File: config.mk
export PLATFORM = sky130hd
export DESIGN_NAME = ordered_queue_search_delete_core_flat
export DESIGN_NICKNAME = d
export VERILOG_FILES = /design/src/hdl/oqsd_pkg.sv /design/src/hdl/oqsd_req_if.sv /design/src/hdl/oqsd_rsp_if.sv /design/src/hdl/oqsd_ctrl.sv /design/src/hdl/oqsd_dpath.sv /design/src/hdl/ordered_queue_search_delete_core.sv /design/src/flat_wrapper.sv
export SDC_FILE = /design/constraint.sdc
export NUM_CORES = 1
export LEC_CHECK = 0
export BUFFER_PORTS_ARGS = -buffer_cell sky130_fd_sc_hd__clkbuf_2
export CORE_ASPECT_RATIO = 1.4
export CORE_MARGIN = 2
export CORE_UTILIZATION = 50
export DETAILED_ROUTE_END_ITERATION = 12
export GPL_TIMING_DRIVEN = 1
export PLACE_DENSITY = 0.69
export SYNTH_ARGS = -nofsm -noshare
export SYNTH_HDL_FRONTEND = slang
export SYNTH_SLANG_ARGS = --single-unit
File: constraint.sdc
create_clock -name clock -period 5.4 [get_ports clock]
set_input_delay 1.08 -clock clock [delete_from_list [all_inputs] [get_ports clock]]
set_output_delay 1.08 -clock clock [all_outputs]
set_load 0.03 [all_outputs]
File: src/hdl/oqsd_pkg.sv
// ============================================================================
// Ordered queue package
// Field widths, opcodes, status codes and the controller command type.
// ============================================================================
`default_nettype none

package oqsd_pkg;

   // fixed field widths
   localparam int OPCODE_W = 2;
   localparam int VALUE_W  = 32;
   localparam int STATUS_W = 2;
   localparam int OCC_W    = 5;

   // opcodes
   localparam logic [OPCODE_W-1:0] OP_PUSH   = 2'd0;
   localparam logic [OPCODE_W-1:0] OP_POP    = 2'd1;
   localparam logic [OPCODE_W-1:0] OP_SEARCH = 2'd2;
   localparam logic [OPCODE_W-1:0] OP_DELETE = 2'd3;

   // result status
   localparam logic [STATUS_W-1:0] STAT_OK    = 2'd0;
   localparam logic [STATUS_W-1:0] STAT_EMPTY = 2'd1;
   localparam logic [STATUS_W-1:0] STAT_FULL  = 2'd2;

   // controller to datapath commands
   typedef struct packed {
      logic capture;   // latch the incoming item and its match vector
      logic execute;   // apply the operation and load the result register
   } cmd_type;

endpackage

`default_nettype wire

File: src/hdl/oqsd_req_if.sv
// ============================================================================
// Ordered queue request channel
// Valid/ready channel carrying one opcode and one operand value.
// ============================================================================
`default_nettype none

interface oqsd_req_if;
   logic                                valid;
   logic                                ready;
   logic        [oqsd_pkg::OPCODE_W-1:0] opcode;
   logic signed [oqsd_pkg::VALUE_W-1:0]  item_value;

   modport source (output valid, output opcode, output item_value, input ready);
   modport sink   (input valid, input opcode, input item_value, output ready);
endinterface

`default_nettype wire

File: src/hdl/oqsd_rsp_if.sv
// ============================================================================
// Ordered queue response channel
// Valid/ready channel carrying one result per request.
// ============================================================================
`default_nettype none

interface oqsd_rsp_if;
   logic                                valid;
   logic                                ready;
   logic signed [oqsd_pkg::VALUE_W-1:0]  popped_value;
   logic                                hit;
   logic        [oqsd_pkg::STATUS_W-1:0] status;
   logic        [oqsd_pkg::OCC_W-1:0]    occupancy;

   modport source (output valid, output popped_value, output hit, output status,
                   output occupancy, input ready);
   modport sink   (input valid, input popped_value, input hit, input status,
                   input occupancy, output ready);
endinterface

`default_nettype wire

File: src/hdl/oqsd_ctrl.sv
// ============================================================================
// Ordered queue controller
// Two-state sequencer: take an item, then apply it once the result slot frees.
// ============================================================================
`default_nettype none

module oqsd_ctrl (
   input  wire logic             clock,
   input  wire logic             reset,
   input  wire logic             req_valid,
   output logic                  req_ready,
   output logic                  rsp_valid,
   input  wire logic             rsp_ready,
   output oqsd_pkg::cmd_type     cmd
);

   localparam logic [0:0] ST_IDLE = 1'b0;
   localparam logic [0:0] ST_EXEC = 1'b1;

   logic [0:0] state_ff, state_in;
   logic       rsp_valid_ff, rsp_valid_in;
   logic       slot_free;

   // result slot is free when empty or being drained this cycle
   assign slot_free = !rsp_valid_ff || rsp_ready;

   // next state and commands
   always_comb begin
      state_in    = state_ff;
      cmd.capture = 1'b0;
      cmd.execute = 1'b0;
      req_ready   = 1'b0;
      unique case (state_ff)
         ST_IDLE: begin
            req_ready   = 1'b1;
            cmd.capture = req_valid;
            if (req_valid) begin
               state_in = ST_EXEC;
            end
         end
         ST_EXEC: begin
            cmd.execute = slot_free;
            if (slot_free) begin
               state_in = ST_IDLE;
            end
         end
         default: begin
            state_in = ST_IDLE;
         end
      endcase
   end

   // result valid flag
   always_comb begin
      if (cmd.execute) begin
         rsp_valid_in = 1'b1;
      end else if (rsp_ready) begin
         rsp_valid_in = 1'b0;
      end else begin
         rsp_valid_in = rsp_valid_ff;
      end
   end

   always_ff @(posedge clock) begin
      if (reset) begin
         state_ff     <= ST_IDLE;
         rsp_valid_ff <= 1'b0;
      end else begin
         state_ff     <= state_in;
         rsp_valid_ff <= rsp_valid_in;
      end
   end

   assign rsp_valid = rsp_valid_ff;

endmodule

`default_nettype wire

File: src/hdl/oqsd_dpath.sv
// ============================================================================
// Ordered queue datapath
// Register row of entries with parallel compare, compaction shift and result.
// ============================================================================
`default_nettype none

module oqsd_dpath #(
   parameter int DEPTH = 16,
   parameter int WIDTH = 32
) (
   input  wire logic                                 clock,
   input  wire logic                                 reset,
   input  wire oqsd_pkg::cmd_type                    cmd,
   input  wire logic        [oqsd_pkg::OPCODE_W-1:0] req_opcode,
   input  wire logic signed [oqsd_pkg::VALUE_W-1:0]  req_item_value,
   output logic             [oqsd_pkg::VALUE_W-1:0]  rsp_popped_value,
   output logic                                      rsp_hit,
   output logic             [oqsd_pkg::STATUS_W-1:0] rsp_status,
   output logic             [oqsd_pkg::OCC_W-1:0]    rsp_occupancy
);

   localparam int CW    = $clog2(DEPTH + 1);
   localparam int LVLS  = $clog2(DEPTH);
   localparam int EXT_W = (WIDTH > oqsd_pkg::VALUE_W) ? WIDTH : oqsd_pkg::VALUE_W;

   // entry row, head at index 0
   logic [WIDTH-1:0] entry_ff [DEPTH];
   logic [WIDTH-1:0] entry_in [DEPTH];
   logic [WIDTH-1:0] entry_up [DEPTH];
   logic [CW-1:0]    count_ff, count_in;

   // captured item
   logic [oqsd_pkg::OPCODE_W-1:0] op_ff;
   logic [WIDTH-1:0]              val_ff;
   logic [DEPTH-1:0]              match_ff, match_in;

   // result registers
   logic [oqsd_pkg::VALUE_W-1:0]  popped_ff, popped_in;
   logic                          hit_ff, hit_in;
   logic [oqsd_pkg::STATUS_W-1:0] status_ff, status_in;
   logic [oqsd_pkg::OCC_W-1:0]    occ_ff;

   logic signed [EXT_W-1:0] in_ext;
   logic [WIDTH-1:0]        in_val;
   logic [DEPTH-1:0]        tail_vec, shift_vec;
   logic [DEPTH-1:0]        pre [LVLS+1];
   logic                    head_m, tail_m, any_m;
   logic                    empty, full;
   logic                    push_en, shift_en;

   // operand: sign-extend, keep WIDTH bits
   assign in_ext = EXT_W'(req_item_value);
   assign in_val = in_ext[WIDTH-1:0];

   // parallel compare against held entries
   always_comb begin
      for (int i = 0; i < DEPTH; i++) begin
         match_in[i] = (CW'(i) < count_ff) && (entry_ff[i] == in_val);
      end
   end

   always_ff @(posedge clock) begin
      if (cmd.capture) begin
         op_ff    <= req_opcode;
         val_ff   <= in_val;
         match_ff <= match_in;
      end
   end

   // inclusive prefix OR of the match vector, log-depth
   assign pre[0] = match_ff;
   genvar k, g;
   generate
      for (k = 0; k < LVLS; k++) begin : g_lvl
         for (g = 0; g < DEPTH; g++) begin : g_bit
            if (g >= (1 << k)) begin : g_or
               assign pre[k+1][g] = pre[k][g] | pre[k][g-(1<<k)];
            end else begin : g_pass
               assign pre[k+1][g] = pre[k][g];
            end
         end
      end
   endgenerate

   // neighbour behind each entry for close-up
   generate
      for (g = 0; g < DEPTH - 1; g++) begin : g_up
         assign entry_up[g] = entry_ff[g+1];
      end
   endgenerate
   assign entry_up[DEPTH-1] = entry_ff[DEPTH-1];

   // tail position decode
   always_comb begin
      for (int i = 0; i < DEPTH; i++) begin
         tail_vec[i] = (CW'(i + 1) == count_ff);
      end
   end

   assign head_m = match_ff[0];
   assign tail_m = |(match_ff & tail_vec);
   assign any_m  = |match_ff;
   assign empty  = (count_ff == '0);
   assign full   = (count_ff == CW'(DEPTH));

   // operation decode
   always_comb begin
      push_en   = 1'b0;
      shift_en  = 1'b0;
      shift_vec = '1;
      count_in  = count_ff;
      popped_in = '0;
      hit_in    = 1'b0;
      status_in = oqsd_pkg::STAT_OK;
      case (op_ff)
         oqsd_pkg::OP_PUSH: begin
            if (full) begin
               status_in = oqsd_pkg::STAT_FULL;
            end else begin
               push_en  = 1'b1;
               count_in = count_ff + CW'(1);
            end
         end
         oqsd_pkg::OP_POP: begin
            if (empty) begin
               status_in = oqsd_pkg::STAT_EMPTY;
            end else begin
               popped_in = oqsd_pkg::VALUE_W'(entry_ff[0]);
               shift_en  = 1'b1;
               count_in  = count_ff - CW'(1);
            end
         end
         oqsd_pkg::OP_SEARCH: begin
            hit_in = any_m;
         end
         oqsd_pkg::OP_DELETE: begin
            if (any_m) begin
               hit_in    = 1'b1;
               shift_en  = 1'b1;
               count_in  = count_ff - CW'(1);
               // tail wins over a middle match, head over both
               shift_vec = (tail_m && !head_m) ? tail_vec : pre[LVLS];
            end
         end
         default: begin
         end
      endcase
   end

   // entry row next values
   always_comb begin
      for (int i = 0; i < DEPTH; i++) begin
         entry_in[i] = entry_ff[i];
         if (cmd.execute) begin
            if (push_en && (CW'(i) == count_ff)) begin
               entry_in[i] = val_ff;
            end else if (shift_en && shift_vec[i]) begin
               entry_in[i] = entry_up[i];
            end
         end
      end
   end

   always_ff @(posedge clock) begin
      for (int i = 0; i < DEPTH; i++) begin
         entry_ff[i] <= entry_in[i];
      end
   end

   // fill count
   always_ff @(posedge clock) begin
      if (reset) begin
         count_ff <= '0;
      end else if (cmd.execute) begin
         count_ff <= count_in;
      end
   end

   // result register
   always_ff @(posedge clock) begin
      if (cmd.execute) begin
         popped_ff <= popped_in;
         hit_ff    <= hit_in;
         status_ff <= status_in;
         occ_ff    <= oqsd_pkg::OCC_W'(count_in);
      end
   end

   assign rsp_popped_value = popped_ff;
   assign rsp_hit          = hit_ff;
   assign rsp_status       = status_ff;
   assign rsp_occupancy    = occ_ff;

endmodule

`default_nettype wire

File: src/hdl/ordered_queue_search_delete_core.sv
// ============================================================================
// Ordered queue with search and delete
// Bounded first-in first-out queue that also answers search and delete.
// ============================================================================
// Usage:
//   req_ch carries an opcode (push, pop, search, delete) and a value; each
//   transfer on req_ch yields exactly one transfer on rsp_ch, in order.
//   rsp_ch returns the popped value, a hit flag, a status (ok, pop on empty,
//   push on full) and the number of entries held afterwards.
//   The request is captured and applied, and the result is registered.
//   No new request is taken until the last is applied, set by the controller's
//   compare-then-apply sequence; the match vector is registered between them.
//   Delete picks the head if it matches, else the tail, else the first match,
//   and the entries behind the victim close up in the same cycle.
//   Reset empties the queue; entry contents are left as they were.
//   When the receiver stalls, the result is held and one further request may
//   be taken; it waits in the apply step until the result slot frees.
// ============================================================================
`default_nettype none

module ordered_queue_search_delete_core #(
   parameter int DEPTH = 16,
   parameter int WIDTH = 32
) (
   input  wire logic   clock,
   input  wire logic   reset,
   oqsd_req_if.sink    req_ch,
   oqsd_rsp_if.source  rsp_ch
);

   oqsd_pkg::cmd_type cmd;
   logic              req_ready;
   logic              rsp_valid;

   logic [oqsd_pkg::VALUE_W-1:0]  popped_value;
   logic                          hit;
   logic [oqsd_pkg::STATUS_W-1:0] status;
   logic [oqsd_pkg::OCC_W-1:0]    occupancy;

   // sequencer
   oqsd_ctrl u_ctrl (
      .clock     (clock),
      .reset     (reset),
      .req_valid (req_ch.valid),
      .req_ready (req_ready),
      .rsp_valid (rsp_valid),
      .rsp_ready (rsp_ch.ready),
      .cmd       (cmd)
   );

   // entry row and result
   oqsd_dpath #(
      .DEPTH (DEPTH),
      .WIDTH (WIDTH)
   ) u_dpath (
      .clock            (clock),
      .reset            (reset),
      .cmd              (cmd),
      .req_opcode       (req_ch.opcode),
      .req_item_value   (req_ch.item_value),
      .rsp_popped_value (popped_value),
      .rsp_hit          (hit),
      .rsp_status       (status),
      .rsp_occupancy    (occupancy)
   );

   assign req_ch.ready        = req_ready;
   assign rsp_ch.valid        = rsp_valid;
   assign rsp_ch.popped_value = popped_value;
   assign rsp_ch.hit          = hit;
   assign rsp_ch.status       = status;
   assign rsp_ch.occupancy    = occupancy;

endmodule

`default_nettype wire

File: src/flat_wrapper.sv
// flat-port wrapper written by rule: the top's interface ports become plain ports
module ordered_queue_search_delete_core_flat 
#(
   parameter int DEPTH = 16,
   parameter int WIDTH = 32
)
  (clock, reset, req_ch_valid, req_ch_opcode, req_ch_item_value, req_ch_ready, rsp_ch_valid, rsp_ch_popped_value, rsp_ch_hit, rsp_ch_status, rsp_ch_occupancy, rsp_ch_ready);
  oqsd_req_if req_ch_i ();
  oqsd_rsp_if rsp_ch_i ();
  input  wire logic clock;
  input  wire logic reset;
  input wire logic [$bits(req_ch_i.valid)-1:0] req_ch_valid;
  input wire logic [$bits(req_ch_i.opcode)-1:0] req_ch_opcode;
  input wire logic [$bits(req_ch_i.item_value)-1:0] req_ch_item_value;
  output wire logic [$bits(req_ch_i.ready)-1:0] req_ch_ready;
  output wire logic [$bits(rsp_ch_i.valid)-1:0] rsp_ch_valid;
  output wire logic [$bits(rsp_ch_i.popped_value)-1:0] rsp_ch_popped_value;
  output wire logic [$bits(rsp_ch_i.hit)-1:0] rsp_ch_hit;
  output wire logic [$bits(rsp_ch_i.status)-1:0] rsp_ch_status;
  output wire logic [$bits(rsp_ch_i.occupancy)-1:0] rsp_ch_occupancy;
  input wire logic [$bits(rsp_ch_i.ready)-1:0] rsp_ch_ready;
  assign req_ch_i.valid = req_ch_valid;
  assign req_ch_i.opcode = req_ch_opcode;
  assign req_ch_i.item_value = req_ch_item_value;
  assign req_ch_ready = req_ch_i.ready;
  assign rsp_ch_valid = rsp_ch_i.valid;
  assign rsp_ch_popped_value = rsp_ch_i.popped_value;
  assign rsp_ch_hit = rsp_ch_i.hit;
  assign rsp_ch_status = rsp_ch_i.status;
  assign rsp_ch_occupancy = rsp_ch_i.occupancy;
  assign rsp_ch_i.ready = rsp_ch_ready;
  ordered_queue_search_delete_core #(.DEPTH(DEPTH), .WIDTH(WIDTH)) u_core (.clock(clock), .reset(reset), .req_ch(req_ch_i), .rsp_ch(rsp_ch_i));
endmodule
* Word level (Yosys, flattened, before mapping)
Memory sizes are Yosys's and may differ from the RTL's. Cells that the tools add are included.
Word-level totals: register bits after elaboration 97, memory bits (writable) 512, input port bits 38, memories kept 1
Memory list:
- u_core.u_dpath.entry_ff | words 16, bits a word 32, read ports 16, clocked after Yosys merged registers in 0, wr ports 16, line oqsd_dpath.sv:27 | logic [WIDTH-1:0] entry_ff [DEPTH];
Cells by class: $add $sub $neg 2, magnitude comparators 16, eq/ne operators 36, mux-type cells 71, bitwise gates (word level) 48, reductions and logical operators 57
Operators by type and width (number):
- 2-to-1 mux 32 bit | 47
- == test 32 bit | 16
- logical AND 1 bit | 48
- 2-to-1 mux 15 bit | 3
- bitwise OR 1 bit | 45
- == test 4 x 5 -> 1 bit (first input constant) | 8
- less-than comparator 4 x 5 -> 1 bit (first input constant) | 8
- OR reduction 16 bit | 2
- == test 3 x 5 -> 1 bit (first input constant) | 4
- less-than comparator 3 x 5 -> 1 bit (first input constant) | 4
- AND 16 bit | 1
- 2-to-1 mux 5 bit | 3
- case mux 5 bit (3 select lines) | 1
- 2-to-1 mux 1 bit | 12
- == test 2 x 5 -> 1 bit (first input constant) | 2
- less-than comparator 1 x 5 -> 1 bit (first input constant) | 2
- less-than comparator 2 x 5 -> 1 bit (first input constant) | 2
- case mux 1 bit (2 select lines) | 3
- adder 5 x 1 -> 5 bit (second input constant) | 1
- == test 1 x 5 -> 1 bit (first input constant) | 1
- == test 5 bit (first input constant) | 1
- == test 5 bit (second input constant) | 1
- logical NOT 5 bit | 1
- subtractor 5 x 1 -> 5 bit (second input constant) | 1
- 10 further kinds | 13

* Longest topological paths before layout
word-level depth 11, mapped depth 11, mapped depth without buffers 8

* Hierarchy
From an unflattened synthesis, not the netlist that was laid out.
Second synthesis, totals: cell total of the unflattened synthesis 2628, area, all modules 31707.9 um2
By module, submodules not included:
- oqsd_dpath | times used 1, cells each 2618, area each 31612.8 um2, seq. area each 18177.4 um2
- oqsd_ctrl | times used 1, cells each 10, area each 95.1 um2, seq. area each 40.0 um2

* Least setup slack after synthesis
OpenSTA, ideal clock, no wires.
path type input-to-reg, start in rsp_ch_ready, end mem u_core.u_dpath.entry_ff[2][0], in the netlist u_core.u_dpath.entry_ff[0][64], enable pin, setup time 470 ps, data arrival time 5296 ps, required time 4930 ps, path slack -366 ps, stages 6, path buffers 1, cells stage by stage nand2b_1 > nand2_1 > inv_1 > clkbuf_1 > nand2_1 > a211oi_1
RTL lines:
- from (decl) | line flat_wrapper.sv:21 | input wire logic [$bits(rsp_ch_i.ready)-1:0] rsp_ch_ready;
- to (decl) | line oqsd_dpath.sv:27

* Worst setup path in the final report
start in req_ch_item_value[22], end reg u_core.u_dpath.match_ff[11], data pin
Between the ends: word-level cells in the longest chain between the ends 2
Ends and longest elaborated chain:
- from (decl) | line flat_wrapper.sv:14 | input wire logic [$bits(req_ch_i.item_value)-1:0] req_ch_item_value;
- == test 32 bit | line oqsd_dpath.sv:58 | match_in[i] = (CW'(i) < count_ff) && (entry_ff[i] == in_val);
- logical AND 1 bit | line oqsd_dpath.sv:58
- via u_core.u_dpath.match_in[11] | line oqsd_dpath.sv:35 | logic [DEPTH-1:0] match_ff, match_in;
- to (signal assigned) | line oqsd_dpath.sv:66 | match_ff <= match_in;
- to (decl) | line oqsd_dpath.sv:35
The timed path passes the listed nets, and every way through them passes these cells. A chain may end at the register's enable or synchronous reset.

==> Implementation_results.wiki <==
{| class="wikitable"
! Metric !! Value
|-
| Run status || finished clean
|-
| Critical Path End Type || register
|-
| Crit start category || input pin
|-
| Number of sinks on the clock net || 609
|-
| Top_reg_cell synth || edfxtp_1
|-
| RR Endpoint || u_core.u_dpath.entry_ff[0][83]$_DFFE_PP_
|-
| Time the final worst path needs with I/O delays and setup || 4.235 ns
|-
| Hold-fix buffers, CTS || 0
|-
| Via count of the first global-routing pass || 20027
|-
| Clock latency at the later pin of the worst-skew pair || 0.64 ns
|-
| Die X-Extent || 216.4 um
|-
| Worst-path clk slew || 0.06 ns
|-
| Static Leak || 0.01164 uW
|-
| Synthesis-to-finish area growth || 9.685%
|-
| Critical Path Start || req_ch_item_value[22]
|-
| Setup slack, reg-to-reg || 1.34 ns
|-
| Number of buffers between clock root and the deepest sink || 3
|-
| Normalized max-slew margin || 0.1622
|-
| Die outline area || 0.06523 mm^2
|-
| Source of the worst register-to-register timing path || u_core.u_dpath.count_ff[3]$_SDFFE_PP0P_
|-
| Number of core rows || 109
|-
| Worst min path class || register to register
|-
| Clock root buffer || clkbuf_16
|-
| Total congestion overflow || 0
|-
| Critical Setup Path Class || input pin to register
|-
| Number of levels the H-tree was split into || 2
|-
| Syn Std Cell Area || 0.03159 mm^2
|-
| Proportion of register bits with asynchronous set or reset after synthesis || 0
|-
| DRC violations left || 0
|-
| Residual antenna-violating net count after detailed routing || 0
|-
| Average wire length per cell after detail routing || 31.33 um
|-
| Clock tree from TritonCTS || yes
|-
| Routability-driven placement congestion ratio || 0.9643
|-
| Yosys warning total || 0
|-
| Avg Inst Size Synth || 13.85 um^2
|-
| Number of maximum-capacitance violations || 0
|-
| Signal arrival time at the worst endpoint || 4.62 ns
|-
| Total negative setup slack || 0 ns
|-
| Number of clock buffers inserted by TritonCTS || 59
|-
| All-Layer GR Usage || 0.3067
|-
| Transition time at the pin with the least slew margin || 1.247 ns
|-
| Sum of net half-perimeters after detailed placement || 74.20 mm
|-
| Number of different library cells in the post-synthesis netlist || 62
|-
| Depth of the worst register-to-register path || 8
|-
| Critical Path Sink || u_core.u_dpath.match_ff[11]$_DFFE_PP_
|-
| Post-synth EDFFs || 602
|-
| Number of top-level pins || 80
|-
| Core outline area || 0.06287 mm^2
|-
| Leading cell type in the layout, fill and taps excluded || edfxtp_1
|-
| Power density over the cells || 309.1 mW/mm^2
|-
| Post CTS Setup Buffer Count || 0
|-
| Number of DRC markers after the initial detailed-route iteration || 1903
|-
| Number of nets produced by synthesis || 2324
|-
| Total of buffers placed on input and output ports || 79
|-
| Count of final hold-check violations || 0
|-
| Number of synthesized register bits || 609
|-
| Largest net degree at the start of global routing || 51
|-
| Final count of pins violating max slew || 0
|-
| Worst path required time || 5.79 ns
|-
| Most frequent cells in the layout || edfxtp_1, mux2_2, xor2_1
|-
| Initial cell density of the core || 0.5024
|-
| Seq/Total Area, Yosys || 0.5767
|-
| Worst Path Max Fanout || 17
|-
| First-pass GRT wire length || 142.6 mm
|-
| Hold Slack || 0.5011 ns
|-
| Finish-stage setup viols || 0
|-
| Total number of vias || 19156
|-
| Setup repair after global routing missed its margin || no
|-
| Number of detailed-routing iterations run before antenna repair || 5
|-
| Share of the clock period used by the worst path || 0.7842
|-
| Antenna violations before repair || 3
|-
| Vias per cell || 6.028
|-
| Number of standard cells after synthesis || 2281
|-
| Peak VDD IR || 0.0002400 V
|-
| Post-CTS resize count || 0
|-
| Number of nets in the layout || 2351
|-
| Achievable clock frequency || 236.1 MHz
|-
| Share of layout cells above drive strength 1 || 0.2934
|-
| Chip Height || 301.4 um
|-
| Wire length after detailed routing || 99.56 mm
|-
| Worst hold path depth || 2
|-
| Post-route clock skew || 0.03087 ns
|}
==> sequential cells by signal, indices dropped and copies added, names as in the netlist <==
signal                           count
u_core.u_ctrl.rsp_valid              1
u_core.u_ctrl.state_ff               1
u_core.u_dpath.count_ff              5
u_core.u_dpath.entry_ff            512
u_core.u_dpath.match_ff             16
u_core.u_dpath.op_ff                 2
u_core.u_dpath.rsp_hit               1
u_core.u_dpath.rsp_occupancy         5
u_core.u_dpath.rsp_popped_value     32
u_core.u_dpath.rsp_status            2
u_core.u_dpath.val_ff               32
==> routing by layer <==
layer	global-route usage	vias to the layer above	routed length, um
met5	0	-	0
met4	0.2415	0	9452
met3	0.03631	277	4643
met2	0.5583	774	52020
met1	0.3200	9684	33440
li1	-	8421	-
==> cell type report <==
| cell class | instances | area, um^2 |
|---|---|---|
| fillers | 5027 | 28230 |
| repair buffers | 138 | 838.3 |
| diodes | 1 | 2.502 |
| clock buffers | 76 | 1562 |
| inverters | 8 | 30.03 |
| clock inverters | 22 | 183.9 |
| well taps | 832 | 1041 |
| multi-input cells | 1492 | 12770 |
| flip-flops and latches | 609 | 18220 |
==> how the worst min path moves through the flow <==
stage                                               startpoint                                    to
after floorplan              u_core.u_ctrl.state_ff$_SDFF_PP0_     u_core.u_ctrl.state_ff$_SDFF_PP0_
after global placement    u_core.u_ctrl.rsp_valid$_SDFFE_PP0P_  u_core.u_ctrl.rsp_valid$_SDFFE_PP0P_
after detailed placement  u_core.u_ctrl.rsp_valid$_SDFFE_PP0P_  u_core.u_ctrl.rsp_valid$_SDFFE_PP0P_
after CTS                 u_core.u_ctrl.rsp_valid$_SDFFE_PP0P_  u_core.u_ctrl.rsp_valid$_SDFFE_PP0P_
after global routing      u_core.u_ctrl.rsp_valid$_SDFFE_PP0P_  u_core.u_ctrl.rsp_valid$_SDFFE_PP0P_
final                     u_core.u_ctrl.rsp_valid$_SDFFE_PP0P_  u_core.u_ctrl.rsp_valid$_SDFFE_PP0P_
==> synthesized netlist by cell type (3+ instances only) <==
cell type	number	area, um^2
ha_1	5	62.56
nand3b_1	3	22.52
or2_2	3	18.77
a211oi_1	4	30.03
nor4_1	85	531.8
xnor2_1	215	1883
nor2b_1	7	43.79
inv_1	8	30.03
o211a_1	4	40.04
xor2_1	302	2645
a311oi_1	5	43.79
nand3_1	23	115.1
or4_1	5	37.54
nor2_1	29	108.9
o41ai_1	4	35.03
nor3_1	16	80.08
nand2b_1	5	31.28
buf_1	35	131.4
o21ai_0	8	40.04
nand2_1	141	529.3
a2111oi_0	6	52.55
o221a_2	3	33.78
mux2i_1	6	60.06
dfxtp_1	7	140.1
buf_2	17	85.08
clkbuf_1	110	412.9
clkbuf_8	5	68.82
nand4_1	61	381.6
and2_1	34	212.7
mux2_2	449	5056
a221oi_1	5	43.79
a21oi_1	23	115.1
edfxtp_1	602	18080
a31oi_1	7	43.79
==> report_power, final <==
group	leakage, uW	total [uW]	internal [uW]	switching, uW
logic	0.00521	1120	376	742
registers	0.00559	5640	5420	228
clock network	0.000848	3950	2160	1790
total	0.0116	10700	7950	2760
==> metrics by stage <==
stage               utilization  setup WS [ns]  cells  cell area [um^2]  power (uW)
floorplan                     -         0.2816   2281             31600        6341
global route             0.5510          1.168   3177             34640       10970
detailed placement       0.5233         0.6301   3079             32900        6839
global placement         0.5233         0.6135   3079             32900        6819
finish                   0.5511          1.165   3178             34650       10710
CTS                      0.5510          1.284   3177             34640       10730
==> logic make-up (layout without fill, tap and decap cells) <==
logic type | Yosys count | after routing | share of synthesized area
other cells | 0 | 1 | 0
xor+xnor | 517 | 517 | 0.1434
mux | 455 | 455 | 0.1620
compound gates | 81 | 81 | 0.01818
flops | 609 | 609 | 0.5767
fa+ha+maj | 5 | 5 | 0.001981
buf+inv | 180 | 244 | 0.02408
simple gates | 434 | 434 | 0.07368
==> worst max-delay path, stage by stage <==
cell and delay, ns:
clkbuf_2 0.53, xor2_1 0.34, nor4_1 0.72, o2111ai_1 0.50
nor4_1 0.83, nand4_1 0.15, nor4_1 0.44
(Power assumes the default switching activity.)
